`src/design/ctt_pkg.sv`:
```
// ----------------------------------------------------------------------------
// ctt_pkg
// Shared constants, codes and control structs of the correspondence tuple
// test pipeline.
// ----------------------------------------------------------------------------
`default_nettype none

package ctt_pkg;

  // field widths fixed by the interface
  localparam int unsigned IDX_BITS     = 10;
  localparam int unsigned SCALE_BITS   = 16;
  localparam int unsigned CNT_BITS     = 16;
  localparam int unsigned CFG_BITS     = 16;
  localparam int unsigned CFG_IDX_BITS = 1;

  // parameter defaults
  localparam int unsigned STORE_DEPTH_DEF = 1024;
  localparam int unsigned COORD_BITS_DEF  = 20;

  // slot reduction: reciprocal scaling and max depth width
  localparam int unsigned RECIP_SHIFT = 20;
  localparam int unsigned DEPTH_BITS  = 17;

  // configuration register indexes
  localparam logic [CFG_IDX_BITS-1:0] CFG_SCALE_SQ   = 1'b0;
  localparam logic [CFG_IDX_BITS-1:0] CFG_MAX_TUPLES = 1'b1;

  localparam logic [SCALE_BITS-1:0] SCALE_SQ_RESET   = 16'd59146;
  localparam logic [CNT_BITS-1:0]   MAX_TUPLES_RESET = 16'd1000;

  // action codes
  localparam logic ACT_LOAD  = 1'b0;
  localparam logic ACT_TRIAL = 1'b1;

  typedef struct packed {
    logic s1_en;
    logic s2_en;
  } slot_ctl_t;

  typedef struct packed {
    logic wr_en;
    logic rd_en;
  } store_ctl_t;

  typedef struct packed {
    logic diff_en;
    logic sq_en;
    logic sum_en;
    logic prod_en;
    logic cmp_en;
  } edge_ctl_t;

  typedef struct packed {
    logic out_en;
    logic cnt_en;
  } count_ctl_t;

endpackage

`default_nettype wire

```
`src/design/ctt_count.sv`:
```
// ----------------------------------------------------------------------------
// ctt_count
// Accepted-tuple counter, limit check and the output register.
// ----------------------------------------------------------------------------
`default_nettype none

module ctt_count
  import ctt_pkg::*;
(
  input  wire                       clk_i,
  input  wire                       rst_ni,
  input  count_ctl_t                ctl_i,
  input  wire  [2:0]                edge_ok_i,
  input  wire  [CNT_BITS-1:0]       max_tuples_i,
  input  wire  [2:0][IDX_BITS-1:0]  idx_i,
  output logic                      accepted_o,
  output logic [IDX_BITS-1:0]       out_first_o,
  output logic [IDX_BITS-1:0]       out_second_o,
  output logic [IDX_BITS-1:0]       out_third_o,
  output logic [CNT_BITS-1:0]       accepted_count_o,
  output logic                      limit_reached_o
);

  logic                      ok_all;
  logic [CNT_BITS-1:0]       cnt_d, cnt_q;
  logic                      acc_q, lim_q;
  logic [CNT_BITS-1:0]       cnt_out_q;
  logic [2:0][IDX_BITS-1:0]  idx_q;

  // count < max <= 0xFFFF, so the increment never wraps
  assign ok_all = (&edge_ok_i) && (cnt_q < max_tuples_i);
  assign cnt_d  = ok_all ? (cnt_q + CNT_BITS'(1)) : cnt_q;

  always_ff @(posedge clk_i or negedge rst_ni) begin
    if (!rst_ni) begin
      cnt_q <= '0;
    end else if (ctl_i.cnt_en) begin
      cnt_q <= cnt_d;
    end
  end

  always_ff @(posedge clk_i) begin
    if (ctl_i.out_en) begin
      acc_q     <= ok_all;
      cnt_out_q <= cnt_d;
      lim_q     <= (cnt_d >= max_tuples_i);
      idx_q     <= idx_i;
    end
  end

  assign accepted_o       = acc_q;
  assign accepted_count_o = cnt_out_q;
  assign limit_reached_o  = lim_q;
  assign out_first_o      = idx_q[0];
  assign out_second_o     = idx_q[1];
  assign out_third_o      = idx_q[2];

endmodule

`default_nettype wire

```
`config.mk`:
```
export PLATFORM = sky130hd
export DESIGN_NAME = ctt_count
export DESIGN_NICKNAME = d
export VERILOG_FILES = /design/src/design/ctt_pkg.sv /design/src/design/ctt_count.sv
export SDC_FILE = /design/constraint.sdc
export NUM_CORES = 1
export LEC_CHECK = 0
export ABC_AREA = 1
export BUFFER_PORTS_ARGS = -buffer_cell sky130_fd_sc_hd__buf_2
export CAP_MARGIN = 0
export CORE_UTILIZATION = 55
export DETAILED_ROUTE_END_ITERATION = 8
export GPL_ROUTABILITY_DRIVEN = 0
export PLACE_DENSITY = 0.84
export SYNTH_ARGS = -nofsm -noshare
export SYNTH_HDL_FRONTEND = slang
export SYNTH_SLANG_ARGS = --single-unit
```
`constraint.sdc`:
```
create_clock -name clk_i -period 7.4 [get_ports clk_i]
set_clock_uncertainty 0.2 [all_clocks]
set_input_delay 1.48 -clock clk_i [delete_from_list [all_inputs] [get_ports clk_i]]
set_output_delay 1.48 -clock clk_i [all_outputs]
set_load 0.05 [all_outputs]
```
==> qor.txt <==
final wirelength - 7504 um
Crit path required time - 7.29 ns
Worst Tran Pin Value - 1.056 ns
initial core utilization - 58.18%
Worst setup EP type - register
outcome - complete, no violations
Seq cells post-synth - 64
ANT nets after route - 0
vias in the first global route - 2734
crit path time final - 4.127 ns
internal power - 0.7307 mW
clk sink count - 64
sequential share of power - 41.9%
Max VDD drop - 188.1 uV
total CTS buffers - 9
Slew Limit Fails - 0
Worst Hold Class - reg -> reg
Warnings, synthesis - 0
die area - 6698 um2
final setup TNS - 0 ns
residual DRC count - 0
Cell Area, Synth - 3506 um2
cells after synthesis - 361
sequential fraction of the synthesis area - 52.53%
Post-CTS Setup Inserts - 0
critical path type - in -> reg
drt via density - 5.250
fill count - 473
clock root cell - clkbuf_8
Peak Freq - 0.2423 GHz
Cell Pwr Density - 279.3 nW/um2
post-synth cell types - 28
TritonCTS clock tree - built
Core ar. - 6026 um2
GRT Total Usage - 24.09%
routed vias - 2861
initial antenna violation count - 0
Post-DP HPWL - 5801 um
drt pass-1 iters - 5
Leakage - 2.109 nW
latest clock arrival within the worst-skew pair - 0.34 ns
share of cells above drive strength 1 - 26.81%
unrepaired setup endpoints after global routing - no
clock power share - 24.3%
Die X - 81.84 um
Max-cap violations - 0
syn avg cell area - 9.712 um2
CP Max Fanout - 17
Final Hold Viols - 0
period utilisation layout - 55.77%
Comb pwr share - 33.9%
Worst-path clk slew - 0.07 ns
Switching Power - 0.4548 mW
Die Height - 81.84 um
global route overflow - 0
port bufs - 100
CP arrival - 4.01 ns
# hold bufs at CTS - 0
startpoint types - input port
Final #Nets - 550
synthesis-to-finish area growth - 21.06%
clock buffer depth - 2
ant diodes - 0
CTS H-tree lvls - 3
largest net degree at the start of global routing - 49
Worst slew margin - 29.58%
Final setup viols - 0
io pins - 101
DR iter-0 viols - 145
Mapped Nets - 446
routed len/inst - 13.77 um
first-pass GRT wire length - 11930 um
Sw Share - 38.36%
Cell Rows - 28
post-cts sizing count - 0
post-layout util - 70.43%
==> synthesized netlist by cell type, drive strengths merged <==
cell,number,area [um2]
nor2,21,91.33
nor3,2,15.01
xnor2,1,8.760
ha,32,400.4
clkbuf,1,3.750
a21oi,15,75.07
o211ai,1,7.510
xor2,10,87.58
and2,14,87.58
dfrtp,16,400.4
nand3,28,152.7
edfxtp,48,1441
nand2,95,374.1
o21ai,8,40.03
clkinv,1,3.750
nand4,17,106.4
inv,45,168.9
buf,6,41.28
==> cell type report <==
cell class,instances,area [um2],area share [%]
repair buffers,100,500.5,11.79
well taps,75,93.84,2.211
flip-flops and latches,64,1842,43.40
inverters,46,172.7,4.068
multi-input cells,244,1446,34.08
clock inverters,6,61.31,1.445
clock buffers,10,127.6,3.007
==> per-layer routing <==
layer	part of all wire, %	GRT usage (%)
met3	9.3	7.444
met2	46	40.25
met1	42	29.15
met5	0	0
met4	2.0	8.772
==> worst max-delay path, cell delays in order <==
cell     delay [ns]
buf_2          0.08
inv_1          0.04
ha_1           0.33
a21oi_1        0.15
o21ai_0        0.15
nor2_4         0.39
nand3_4        0.29
nand2_1        0.14
and2_1         0.16
ha_1           0.25
nand2_1        0.11
inv_1          0.05
nand3_1        0.08
inv_1          0.05
a21oi_1        0.19
nand3_1        0.09
==> cell families (layout without fill, tap and decap cells) <==
family          after synthesis  after routing  synth area share, %
xor+xnor                     11             11                2.748
simple gates                177            177                23.59
compound gates               24             24                3.497
buf+inv                      53            162                6.209
fa+ha+maj                    32             32                11.42
flops                        64             64                52.53
==> power by group through the flow <==
stage               clock network (mW)  logic, mW  registers, mW
finish                           0.288      0.401          0.496
global route                     0.311      0.447          0.505
CTS                              0.292      0.403          0.496
detailed placement                   0      0.401          0.503
global placement                     0      0.386          0.501
floorplan                            0      0.198          0.604
==> worst paths after layout <==
path                                  startpoint                         to  slack (ns)  cells past startpoint
min in group asynchronous                 rst_ni      cnt_q[15]$_DFFE_PN0P_        0.85                      1
min                        cnt_q[15]$_DFFE_PN0P_      cnt_q[15]$_DFFE_PN0P_        0.35                      2
max                             max_tuples_i[15]  limit_reached_o$_DFFE_PP_        3.27                     16
min reg2reg                cnt_q[15]$_DFFE_PN0P_      cnt_q[15]$_DFFE_PN0P_        0.35                      2
max in group asynchronous                 rst_ni       cnt_q[3]$_DFFE_PN0P_        5.86                      1
max reg2reg                cnt_q[10]$_DFFE_PN0P_  limit_reached_o$_DFFE_PP_        4.09                     16
==> sequential cells by signal (all words and copies together), names as in the netlist <==
register	flops
out_second_o	10
out_first_o	10
out_third_o	10
limit_reached_o	1
accepted_o	1
accepted_count_o	16
cnt_q	16
==> per-stage QoR <==
| stage | worst slack (ns) | hold WS, ns | std cells | total power, mW | area (um2) |
|---|---|---|---|---|---|
| final | 3.273 | 0.3537 | 545 | 1.186 | 4244 |
| after global routing | 3.020 | 0.3944 | 545 | 1.263 | 4244 |
| after CTS | 3.288 | 0.3526 | 545 | 1.192 | 4244 |
| after detailed placement | 2.939 | 0.3329 | 529 | 0.9041 | 4055 |
| after global placement | 3.017 | 0.3273 | 529 | 0.8867 | 4055 |
| after floorplan | 3.488 | 0.2961 | 361 | 0.8018 | 3506 |
==> placed cells by master (no fill, tap or decap) <==
cell type | synthesis | routed
clkbuf_8 | 0 | 9
edfxtp_1 | 48 | 48
nand2_4 | 1 | 1
inv_2 | 1 | 1
clkinv_4 | 0 | 1
nor3_2 | 1 | 1
xnor2_1 | 1 | 1
a21oi_1 | 15 | 15
bufinv_16 | 0 | 1
nand3_1 | 27 | 27
inv_1 | 44 | 44
o21ai_1 | 1 | 1
dfrtp_1 | 16 | 16
nor2_2 | 2 | 2
xor2_1 | 10 | 10
clkinv_2 | 0 | 3
and2_1 | 14 | 14
nor3_1 | 1 | 1
buf_2 | 3 | 100
o211ai_1 | 1 | 1
nand4_1 | 17 | 17
clkbuf_1 | 1 | 1
nor2_4 | 1 | 1
clkinv_1 | 1 | 1
nand2_2 | 4 | 4
nand3_4 | 1 | 1
nor2_1 | 18 | 18
o21ai_0 | 7 | 7
clkinvlp_4 | 0 | 1
ha_1 | 32 | 32
nand2_1 | 90 | 90
No activity file was read; power rests on OpenSTA's default activity.
